### config.mk
export PLATFORM = sky130hd
export DESIGN_NAME = unix_time_to_zoned_date_time
export DESIGN_NICKNAME = d
export VERILOG_FILES = /design/src/sv/utz_pkg.sv /design/src/sv/utz_dp.sv /design/src/sv/utz_ctrl.sv /design/src/sv/unix_time_to_zoned_date_time.sv
export VERILOG_INCLUDE_DIRS = /design/src /design/src/sv
export SDC_FILE = /design/constraint.sdc
export NUM_CORES = 1
export LEC_CHECK = 0
export BUFFER_PORTS_ARGS = -buffer_cell sky130_fd_sc_hd__buf_2
export CORE_UTILIZATION = 55
export CTS_BUF_LIST = sky130_fd_sc_hd__clkbuf_4 sky130_fd_sc_hd__clkbuf_8 sky130_fd_sc_hd__clkbuf_16
export CTS_CLUSTER_SIZE = 12
export DETAILED_ROUTE_END_ITERATION = 8
export PLACE_DENSITY = 0.73
export SYNTH_ARGS = -nofsm -noshare
export SYNTH_HDL_FRONTEND = slang
export SYNTH_HIERARCHICAL = 1
export SYNTH_SLANG_ARGS = --single-unit
### constraint.sdc
create_clock -name clk -period 17.61 [get_ports clk]
set_clock_uncertainty 0.15 [all_clocks]
set_input_delay 0.8805 -clock clk [delete_from_list [all_inputs] [get_ports clk]]
set_output_delay 0.8805 -clock clk [all_outputs]
set_load 0.02 [all_outputs]
### src/sv/unix_time_to_zoned_date_time_macros.svh
// Assertion helpers used by the block's controller module.
// Each macro expects clk and the active-low reset rst_n in scope.
`ifndef UNIX_TIME_TO_ZONED_DATE_TIME_MACROS_SVH
`define UNIX_TIME_TO_ZONED_DATE_TIME_MACROS_SVH

// The consequent must hold in the same cycle as the antecedent.
`define UTZ_ASSERT_SAME(lbl, ante, cons, msg) \
  lbl: assert property (@(posedge clk) disable iff (!rst_n) (ante) |-> (cons)) \
    else $error(msg);

// The consequent must hold in the cycle after the antecedent.
`define UTZ_ASSERT_NEXT(lbl, ante, cons, msg) \
  lbl: assert property (@(posedge clk) disable iff (!rst_n) (ante) |=> (cons)) \
    else $error(msg);

`endif

### src/sv/utz_pkg.sv
package utz_pkg;

  // Default number of zone table entries.
  localparam int ZONE_COUNT_DEF = 16;

  // Calendar origin of the count.
  localparam int EPOCH_YEAR = 1970;

  // Field widths.
  localparam int TS_W     = 32;
  localparam int ZI_W     = 4;
  localparam int OFF_W    = 5;
  localparam int YEAR_W   = 12;
  localparam int MONTH_W  = 4;
  localparam int DAY_W    = 5;
  localparam int HOUR_W   = 5;
  localparam int MINUTE_W = 6;
  localparam int SECOND_W = 6;

  // Day count since the epoch fits in 16 bits for any 32-bit timestamp.
  localparam int DAYS_W = 16;

  // Phase counter of each division: estimate first, then correction.
  localparam int CNT_W = 1;
  localparam logic [CNT_W-1:0] DIV_TOP = CNT_W'(1);

  localparam logic [TS_W-1:0] SECS_PER_DAY  = TS_W'(86400);
  localparam logic [TS_W-1:0] SECS_PER_HOUR = TS_W'(3600);
  localparam logic [TS_W-1:0] SECS_PER_MIN  = TS_W'(60);

  // Reciprocals for the quotient estimates. A day is 675 * 2^7 seconds, so the
  // day estimate works on the stamp without its low 7 bits. Each reciprocal is
  // floor(2^SH / divisor), with SH the width of its numerator, which keeps the
  // estimate exact or one below the true quotient.
  localparam int DAY_PRE      = 7;
  localparam int DAY_SH       = TS_W - DAY_PRE;
  localparam int DAY_RECIP_W  = 16;
  localparam logic [DAY_RECIP_W-1:0] DAY_RECIP = DAY_RECIP_W'(49710);
  localparam int HOUR_SH      = 17;
  localparam int HOUR_RECIP_W = 6;
  localparam logic [HOUR_RECIP_W-1:0] HOUR_RECIP = HOUR_RECIP_W'(36);
  localparam int MIN_SH       = 12;
  localparam int MIN_RECIP_W  = 7;
  localparam logic [MIN_RECIP_W-1:0] MIN_RECIP = MIN_RECIP_W'(68);

  localparam logic [MONTH_W-1:0] LAST_MONTH = MONTH_W'(11);
  localparam logic [MONTH_W-1:0] FEBRUARY   = MONTH_W'(1);

  // Which constant divisor the shared divider uses.
  typedef enum logic [1:0] {
    DS_DAY  = 2'd0,
    DS_HOUR = 2'd1,
    DS_MIN  = 2'd2
  } div_sel_t;

  // Controller states, one-hot.
  typedef enum logic [7:0] {
    S_IDLE     = 8'b0000_0001,
    S_ADD      = 8'b0000_0010,
    S_DIV_DAY  = 8'b0000_0100,
    S_DIV_HOUR = 8'b0000_1000,
    S_DIV_MIN  = 8'b0001_0000,
    S_YEAR     = 8'b0010_0000,
    S_MONTH    = 8'b0100_0000,
    S_FINISH   = 8'b1000_0000
  } state_t;

  // Commands from the controller to the datapath.
  typedef struct packed {
    logic             wr;
    logic             load;
    logic             add;
    logic             div_en;
    div_sel_t         div_sel;
    logic             div_fix;
    logic             year_en;
    logic             month_en;
    logic             out_load;
  } cmd_t;

  // Status from the datapath to the controller.
  typedef struct packed {
    logic year_done;
    logic month_done;
  } sts_t;

  // Length of a month (0 is January) in days.
  function automatic logic [DAY_W-1:0] month_len(input logic [MONTH_W-1:0] m,
                                                 input logic leap);
    logic [DAY_W-1:0] len;
    case (m)
      FEBRUARY:                  len = leap ? 5'd29 : 5'd28;
      4'd3, 4'd5, 4'd8, 4'd10:   len = 5'd30;
      default:                   len = 5'd31;
    endcase
    return len;
  endfunction

endpackage

### src/sv/utz_dp.sv
module utz_dp
  import utz_pkg::*;
#(
  parameter int ZONE_COUNT = ZONE_COUNT_DEF
) (
  input  logic                clk,
  input  cmd_t                cmd,
  output sts_t                sts,
  input  logic [TS_W-1:0]     in_unix_time,
  input  logic [ZI_W-1:0]     in_zone_index,
  input  logic [OFF_W-1:0]    in_zone_offset_hours,
  output logic [YEAR_W-1:0]   out_year,
  output logic [MONTH_W-1:0]  out_month,
  output logic [DAY_W-1:0]    out_day,
  output logic [HOUR_W-1:0]   out_hour,
  output logic [MINUTE_W-1:0] out_minute,
  output logic [SECOND_W-1:0] out_second,
  output logic [ZI_W-1:0]     out_zone_used
);

  localparam int AW = (ZONE_COUNT > 1) ? $clog2(ZONE_COUNT) : 1;
  localparam logic [6:0] MOD100_INIT = 7'(EPOCH_YEAR % 100);
  localparam logic [8:0] MOD400_INIT = 9'(EPOCH_YEAR % 400);
  localparam int EST_DAY_W  = DAY_SH + DAY_RECIP_W;
  localparam int EST_HOUR_W = HOUR_SH + HOUR_RECIP_W;
  localparam int EST_MIN_W  = MIN_SH + MIN_RECIP_W;

  // Zone offset table, written by table write transactions, read with a registered port.
  logic [OFF_W-1:0] zone_mem [ZONE_COUNT];
  logic [AW-1:0]    zone_addr;
  logic             zone_ok;
  logic [OFF_W-1:0] off_r;
  logic             ok_r;

  // Working registers.
  logic [TS_W-1:0]     ts_r;
  logic [ZI_W-1:0]     zi_r;
  logic [TS_W-1:0]     rem_r, rem_nxt;
  logic [DAYS_W-1:0]   days_r, days_nxt;
  logic [HOUR_W-1:0]   hour_r, hour_nxt;
  logic [MINUTE_W-1:0] minute_r, minute_nxt;
  logic [YEAR_W-1:0]   year_r, year_nxt;
  logic [6:0]          mod100_r, mod100_nxt;
  logic [8:0]          mod400_r, mod400_nxt;
  logic [MONTH_W-1:0]  month_r, month_nxt;

  // Output register.
  logic [YEAR_W-1:0]   oyear_r;
  logic [MONTH_W-1:0]  omonth_r;
  logic [DAY_W-1:0]    oday_r;
  logic [HOUR_W-1:0]   ohour_r;
  logic [MINUTE_W-1:0] ominute_r;
  logic [SECOND_W-1:0] osecond_r;
  logic [ZI_W-1:0]     ozone_r;

  // Datapath intermediates.
  logic signed [17:0]    off_secs;
  logic [TS_W-1:0]       off_ext;
  logic [TS_W-1:0]       divisor;
  logic [TS_W-1:0]       fix_prod;
  logic [TS_W-1:0]       fix_rem;
  logic                  fix_ge;
  logic [EST_DAY_W-1:0]  est_day;
  logic [EST_HOUR_W-1:0] est_hour;
  logic [EST_MIN_W-1:0]  est_min;
  logic                  leap;
  logic [8:0]            ylen;
  logic [DAY_W-1:0]      dim;

  assign zone_addr = AW'(in_zone_index);
  assign zone_ok   = 32'(in_zone_index) < ZONE_COUNT;

  // Table write and registered table read.
  always_ff @(posedge clk) begin
    if (cmd.wr && zone_ok) begin
      zone_mem[zone_addr] <= in_zone_offset_hours;
    end
    if (cmd.load) begin
      off_r <= zone_mem[zone_addr];
    end
  end

  // Offset in seconds; an index beyond the table applies no offset.
  assign off_secs = ok_r ? (18'(signed'(off_r)) * 18'sd3600) : 18'sd0;
  assign off_ext  = {{(TS_W - 18){off_secs[17]}}, off_secs};

  // Shared divider by a constant: the divisor and the product of the
  // estimated quotient with it, for the correction step.
  always_comb begin
    case (cmd.div_sel)
      DS_DAY: begin
        divisor  = SECS_PER_DAY;
        fix_prod = TS_W'(days_r) * SECS_PER_DAY;
      end
      DS_HOUR: begin
        divisor  = SECS_PER_HOUR;
        fix_prod = TS_W'(hour_r) * SECS_PER_HOUR;
      end
      DS_MIN: begin
        divisor  = SECS_PER_MIN;
        fix_prod = TS_W'(minute_r) * SECS_PER_MIN;
      end
      default: begin
        divisor  = SECS_PER_DAY;
        fix_prod = TS_W'(days_r) * SECS_PER_DAY;
      end
    endcase
  end
  assign fix_rem = rem_r - fix_prod;
  assign fix_ge  = fix_rem >= divisor;

  // Quotient estimates by reciprocal multiplication, exact or one low.
  assign est_day  = EST_DAY_W'(rem_r[TS_W-1:DAY_PRE]) * EST_DAY_W'(DAY_RECIP);
  assign est_hour = EST_HOUR_W'(rem_r[HOUR_SH-1:0]) * EST_HOUR_W'(HOUR_RECIP);
  assign est_min  = EST_MIN_W'(rem_r[MIN_SH-1:0]) * EST_MIN_W'(MIN_RECIP);

  // Gregorian leap rule from running year remainders.
  assign leap = (year_r[1:0] == 2'd0) && ((mod100_r != 7'd0) || (mod400_r == 9'd0));
  assign ylen = leap ? 9'd366 : 9'd365;
  assign dim  = month_len(month_r, leap);

  assign sts.year_done  = days_r < DAYS_W'(ylen);
  assign sts.month_done = (days_r < DAYS_W'(dim)) || (month_r == LAST_MONTH);

  // Next values of the working registers.
  always_comb begin
    rem_nxt    = rem_r;
    days_nxt   = days_r;
    hour_nxt   = hour_r;
    minute_nxt = minute_r;
    year_nxt   = year_r;
    mod100_nxt = mod100_r;
    mod400_nxt = mod400_r;
    month_nxt  = month_r;
    if (cmd.load) begin
      year_nxt   = YEAR_W'(EPOCH_YEAR);
      mod100_nxt = MOD100_INIT;
      mod400_nxt = MOD400_INIT;
      month_nxt  = '0;
    end
    if (cmd.add) begin
      rem_nxt = ts_r + off_ext;
    end
    // Estimate step: take the quotient from the reciprocal product.
    if (cmd.div_en && !cmd.div_fix) begin
      case (cmd.div_sel)
        DS_DAY:  days_nxt   = est_day[DAY_SH +: DAYS_W];
        DS_HOUR: hour_nxt   = est_hour[HOUR_SH +: HOUR_W];
        DS_MIN:  minute_nxt = est_min[MIN_SH +: MINUTE_W];
        default: days_nxt   = days_r;
      endcase
    end
    // Correction step: form the remainder and bump a low estimate.
    if (cmd.div_en && cmd.div_fix) begin
      rem_nxt = fix_ge ? (fix_rem - divisor) : fix_rem;
      case (cmd.div_sel)
        DS_DAY:  days_nxt   = days_r + DAYS_W'(fix_ge);
        DS_HOUR: hour_nxt   = hour_r + HOUR_W'(fix_ge);
        DS_MIN:  minute_nxt = minute_r + MINUTE_W'(fix_ge);
        default: days_nxt   = days_r;
      endcase
    end
    if (cmd.year_en && !sts.year_done) begin
      days_nxt   = days_r - DAYS_W'(ylen);
      year_nxt   = year_r + YEAR_W'(1);
      mod100_nxt = (mod100_r == 7'd99) ? 7'd0 : mod100_r + 7'd1;
      mod400_nxt = (mod400_r == 9'd399) ? 9'd0 : mod400_r + 9'd1;
    end
    if (cmd.month_en && !sts.month_done) begin
      days_nxt  = days_r - DAYS_W'(dim);
      month_nxt = month_r + MONTH_W'(1);
    end
  end

  // Working and output registers (payload only, no reset).
  always_ff @(posedge clk) begin
    if (cmd.load) begin
      ts_r <= in_unix_time;
      zi_r <= in_zone_index;
      ok_r <= zone_ok;
    end
    rem_r    <= rem_nxt;
    days_r   <= days_nxt;
    hour_r   <= hour_nxt;
    minute_r <= minute_nxt;
    year_r   <= year_nxt;
    mod100_r <= mod100_nxt;
    mod400_r <= mod400_nxt;
    month_r  <= month_nxt;
    if (cmd.out_load) begin
      oyear_r   <= year_r;
      omonth_r  <= month_r + MONTH_W'(1);
      oday_r    <= days_r[DAY_W-1:0] + DAY_W'(1);
      ohour_r   <= hour_r;
      ominute_r <= minute_r;
      osecond_r <= rem_r[SECOND_W-1:0];
      ozone_r   <= zi_r;
    end
  end

  assign out_year      = oyear_r;
  assign out_month     = omonth_r;
  assign out_day       = oday_r;
  assign out_hour      = ohour_r;
  assign out_minute    = ominute_r;
  assign out_second    = osecond_r;
  assign out_zone_used = ozone_r;

endmodule

### src/sv/utz_ctrl.sv
`include "unix_time_to_zoned_date_time_macros.svh"

module utz_ctrl
  import utz_pkg::*;
(
  input  logic clk,
  input  logic rst_n,
  input  logic in_valid,
  output logic in_ready,
  input  logic in_command,
  output logic out_valid,
  input  logic out_ready,
  input  sts_t sts,
  output cmd_t cmd
);

  state_t           state_r, state_nxt;
  logic [CNT_W-1:0] cnt_r, cnt_nxt;
  logic             out_valid_r, out_valid_nxt;
  logic             in_fire;

  assign in_ready  = (state_r == S_IDLE);
  assign in_fire   = in_valid && in_ready;
  assign out_valid = out_valid_r;

  // Sequencer: table writes, load, offset add, three divisions, year and month stepping, and result hand-over.
  always_comb begin
    state_nxt     = state_r;
    cnt_nxt       = cnt_r;
    out_valid_nxt = out_valid_r && !out_ready;
    cmd           = '0;
    cmd.div_sel   = DS_DAY;
    cmd.div_fix   = (cnt_r == '0);
    unique case (state_r)
      S_IDLE: begin
        if (in_fire) begin
          if (in_command) begin
            cmd.wr = 1'b1;
          end else begin
            cmd.load  = 1'b1;
            state_nxt = S_ADD;
          end
        end
      end
      S_ADD: begin
        cmd.add   = 1'b1;
        cnt_nxt   = DIV_TOP;
        state_nxt = S_DIV_DAY;
      end
      S_DIV_DAY: begin
        cmd.div_en  = 1'b1;
        cmd.div_sel = DS_DAY;
        if (cnt_r == '0) begin
          cnt_nxt   = DIV_TOP;
          state_nxt = S_DIV_HOUR;
        end else begin
          cnt_nxt = cnt_r - CNT_W'(1);
        end
      end
      S_DIV_HOUR: begin
        cmd.div_en  = 1'b1;
        cmd.div_sel = DS_HOUR;
        if (cnt_r == '0) begin
          cnt_nxt   = DIV_TOP;
          state_nxt = S_DIV_MIN;
        end else begin
          cnt_nxt = cnt_r - CNT_W'(1);
        end
      end
      S_DIV_MIN: begin
        cmd.div_en  = 1'b1;
        cmd.div_sel = DS_MIN;
        if (cnt_r == '0) begin
          state_nxt = S_YEAR;
        end else begin
          cnt_nxt = cnt_r - CNT_W'(1);
        end
      end
      S_YEAR: begin
        cmd.year_en = 1'b1;
        if (sts.year_done) begin
          state_nxt = S_MONTH;
        end
      end
      S_MONTH: begin
        cmd.month_en = 1'b1;
        if (sts.month_done) begin
          state_nxt = S_FINISH;
        end
      end
      S_FINISH: begin
        // Hand over only once the output register is free.
        if (!out_valid_r || out_ready) begin
          cmd.out_load  = 1'b1;
          out_valid_nxt = 1'b1;
          state_nxt     = S_IDLE;
        end
      end
      default: begin
        state_nxt = S_IDLE;
      end
    endcase
  end

  // Control registers.
  always_ff @(posedge clk) begin
    if (!rst_n) begin
      state_r     <= S_IDLE;
      cnt_r       <= '0;
      out_valid_r <= 1'b0;
    end else begin
      state_r     <= state_nxt;
      cnt_r       <= cnt_nxt;
      out_valid_r <= out_valid_nxt;
    end
  end

  // A finished conversion never overwrites a result that is still waiting.
  `UTZ_ASSERT_NEXT(a_finish_holds, (state_r == S_FINISH) && out_valid_r && !out_ready, (state_r == S_FINISH) && out_valid_r, "finished result overwrote a pending transaction")
  // The day division hands over to the hour division with its first phase loaded.
  `UTZ_ASSERT_NEXT(a_day_to_hour, (state_r == S_DIV_DAY) && (cnt_r == '0), (state_r == S_DIV_HOUR) && (cnt_r == DIV_TOP), "day division did not hand over to hour division")
  // A conversion transaction starts the sequence.
  `UTZ_ASSERT_NEXT(a_start_conv, in_valid && in_ready && !in_command, state_r == S_ADD, "accepted conversion did not start")
  // A table write leaves the sequencer idle.
  `UTZ_ASSERT_NEXT(a_start_load, in_valid && in_ready && in_command, state_r == S_IDLE, "accepted table write left idle")
  // A result is loaded only from the last state.
  `UTZ_ASSERT_SAME(a_load_finish, cmd.out_load, state_r == S_FINISH, "result loaded outside the final state")

endmodule

### src/sv/unix_time_to_zoned_date_time.sv
// Converts a 32-bit Unix timestamp into a Gregorian date and time of day in
// one of ZONE_COUNT whole-hour time zones. A transaction with command 1 writes
// one zone offset into the table and gives no result; an entry must be
// written before a conversion uses it, and an index beyond the table applies
// offset zero. A conversion runs through the offset add, three divisions by a
// constant (days, hours, minutes), each a reciprocal estimate followed by a
// correction, and the year and month counters, which step one year or one
// month per cycle; the finished result then waits, if need be, for the
// previous result to be taken. One conversion is in flight at a time; the next
// transaction is accepted as soon as a result reaches the output register,
// even if that result has not yet been taken.
module unix_time_to_zoned_date_time
  import utz_pkg::*;
#(
  parameter int ZONE_COUNT = ZONE_COUNT_DEF
) (
  input  logic                clk,
  input  logic                rst_n,
  input  logic                in_valid,
  output logic                in_ready,
  input  logic                in_command,
  input  logic [TS_W-1:0]     in_unix_time,
  input  logic [ZI_W-1:0]     in_zone_index,
  input  logic [OFF_W-1:0]    in_zone_offset_hours,
  output logic                out_valid,
  input  logic                out_ready,
  output logic [YEAR_W-1:0]   out_year,
  output logic [MONTH_W-1:0]  out_month,
  output logic [DAY_W-1:0]    out_day,
  output logic [HOUR_W-1:0]   out_hour,
  output logic [MINUTE_W-1:0] out_minute,
  output logic [SECOND_W-1:0] out_second,
  output logic [ZI_W-1:0]     out_zone_used
);

  cmd_t cmd;
  sts_t sts;

  // Sequencer.
  utz_ctrl u_ctrl (
    .clk        (clk),
    .rst_n      (rst_n),
    .in_valid   (in_valid),
    .in_ready   (in_ready),
    .in_command (in_command),
    .out_valid  (out_valid),
    .out_ready  (out_ready),
    .sts        (sts),
    .cmd        (cmd)
  );

  // Zone table, divider, calendar counters and output register.
  utz_dp #(
    .ZONE_COUNT (ZONE_COUNT)
  ) u_dp (
    .clk                  (clk),
    .cmd                  (cmd),
    .sts                  (sts),
    .in_unix_time         (in_unix_time),
    .in_zone_index        (in_zone_index),
    .in_zone_offset_hours (in_zone_offset_hours),
    .out_year             (out_year),
    .out_month            (out_month),
    .out_day              (out_day),
    .out_hour             (out_hour),
    .out_minute           (out_minute),
    .out_second           (out_second),
    .out_zone_used        (out_zone_used)
  );

endmodule

==> results.toml <==
[grt]
grt_antenna_before_repair = 0
grt-ovfl-total = 0
grt_max_degree = 43
gr-usage-all-layers_pct = 26.95
grt_pass1_wl_um = 106500
grt_pass1_vias = 20435

[route]
viasPerCell = 6.016
initialDrtViolationCount = 1365
firstDrtPassIters = 6
vias = 20177
wl_um = 66510
detail-route-antenna-nets = 0
avgRoutedWirePerCell_um = 19.83
drc = 0

[final_layout]
fin_cells = 3354
synthToLayoutAreaGrowth_pct = 7.218
final_cell_area_um2 = 28680
nets = 3364
diodes = 0
layout-drive-gt1-share_pct = 7.813

[die]
ios = 90
start_util_pct = 55.90
dieArea_um2 = 49520
rows = 80
core_um2 = 47850
die_w_um = 222.5
die_height_um = 222.5

[cts]
numCtsBuffers = 28
cts-root-buf = "clkbuf_16"
clk_latency_ns = 0.58
post_cts_buffers = 0
clock-sinks = 264
cts_tree = "done"
hold_buffers = 0
ctsLongestPathBuffers = 3
cts_resized = 0
path_clk_slew_ns = 0.06
cts-htree-levels = 1

[yosys]
synth_common_cells = "ha_1, inv_1, edfxtp_1, nor2_1, a21oi_1"
yosys_register_bits = 264
synthesis.nets = 3294
synthTopCellsByArea = "edfxtp_1, ha_1, fa_1"
yosysWarnings = 6
synth.top_cell.area_share_pct = 27.28
syn_inst = 2652
synth_most_common_cell = "ha_1"
synth_ff_type = "edfxtp_1"
synth_edf_count = 243
synth_top_area_cell = "edfxtp_1"
netlist_area_um2 = 26750
ys_seq_area_share_pct = 28.85
ys_async_sr_fraction_pct = 0
ys_types = 97
syn_area_per_cell_um2 = 10.09

[timing]
setup_violations = 0
finalCriticalPeriod_ns = 9.665
slew-limit-headroom_pct = 21.59
worstMarginPinSlew_ns = 1.174
fmax_mhz = 103.5
finalHoldViolCount = 0
period_share_pct = 54.88
rsz0062_at_grt = "no"
drv_slew = 0
tns_ns = 0

[placement]
place_hpwl_um = 52860
place_congestion = 0.9393
portBuffers = 89
dp_cells = 3307
place_area_um2 = 27830

[worst_setup_path]
worstSetupPathType = "reg2reg"
slowest_delay_ns = 0.86
cp_num_buf_inv = 2
cp_slowest_cell = "or4b_2"
start_kind = "register"
r2r_cells = 36
cp_top_family = "adder cells"
crit_path_max_fanout = 18
critPathCaptureType = "register"
cp.depth = 36
required_ns = 17.77
arrival_ns = 9.82
path_common_cell = "ha_1"

[status]
outcome = "finished, final reports clean"

[hold_path]
hp-class = "reg2reg"
whs_path_depth = 0

[flow_run]
maxCapViolCount = 0
## metrics by stage
step	worst slack (ns)	util (%)	hold WS [ns]
floorplan	9.085	-	0.2503
finish	7.945	59.94	0.2674
detailed placement	8.071	58.16	0.2592
global route	7.359	59.94	0.2840
global placement	8.333	58.16	0.2553
CTS	8.070	59.94	0.2693
## layout by cell type (no fill, tap or decap), drive strengths merged, types with 19 or more instances in the layout
cell type | Yosys | layout
nand2 | 156 | 156
xor2 | 47 | 47
mux4 | 26 | 26
edfxtp | 243 | 243
nor2b | 19 | 19
and3 | 24 | 24
fa | 146 | 146
inv | 339 | 339
ha | 450 | 450
o21a | 23 | 23
a21oi | 159 | 159
nand2b | 33 | 33
xnor2 | 101 | 101
o21ai | 125 | 125
a21o | 59 | 59
nor3 | 49 | 49
mux2i | 19 | 19
nand3 | 72 | 72
or3 | 26 | 26
dfxtp | 21 | 21
buf | 9 | 101
clkbuf | 52 | 37
nor2 | 167 | 167
a211oi | 22 | 22
## logic make-up after synthesis
family	Yosys count	synth area share, %
xor gates and xnor gates	148	4.846
buffers and inverters	401	5.679
adders and majority gates	596	31.98
AOI/OAI and AO/OA	551	13.73
and+or+nand+nor	646	11.95
muxes	46	2.956
DFF	264	28.85
## registers in the layout, indices dropped and copies added (netlist names), 5 cells and up
register / flops
u_dp/off_r: 5
u_dp/out_hour: 5
u_dp/year_r: 12
u_dp/out_minute: 6
u_dp/hour_r: 5
u_dp/days_r: 16
u_dp/minute_r: 6
u_dp/mod400_r: 9
u_ctrl/state_r: 8
u_dp/out_second: 6
u_dp/zone_mem: 80
u_dp/rem_r: 32
u_dp/mod100_r: 7
u_dp/out_year: 12
u_dp/out_day: 5
u_dp/ts_r: 32
## final timing paths
| kind | startpoint | end | slack (ns) |
|---|---|---|---|
| max | u_dp/days_r[4] | u_dp/days_r[14] | 7.94 |
| min | u_dp/zi_r[2] | u_dp/out_zone_used[2] | 0.27 |
| max reg2reg | u_dp/days_r[4] | u_dp/days_r[14] | 7.94 |
| min reg2reg | u_dp/zi_r[2] | u_dp/out_zone_used[2] | 0.27 |
## layer usage
metal  wire, um  track usage [%]  vias up  part of all wire, %
met5          0                0        -                    0
met4       2159            9.077        0                  3.2
met3       4108            4.456      126                  6.2
met2      32430            46.49      563                   49
met1      27810            34.24     9869                   42
li1           -                -     9619                    -
## final cells by class
cell class                 instances  area (um2)
clock buffer                      37       774.5
clock inverter                    10       76.32
inverter                         340        1276
tap                              615       769.5
timing repair buffer             101       535.5
sequential                       264        7717
fill                            3996       19170
multi-input combinational       1987       17530
Power is left out: the tool's default activity adds up to more than one toggle a clock period on the data nets, which glitch-free logic cannot reach.
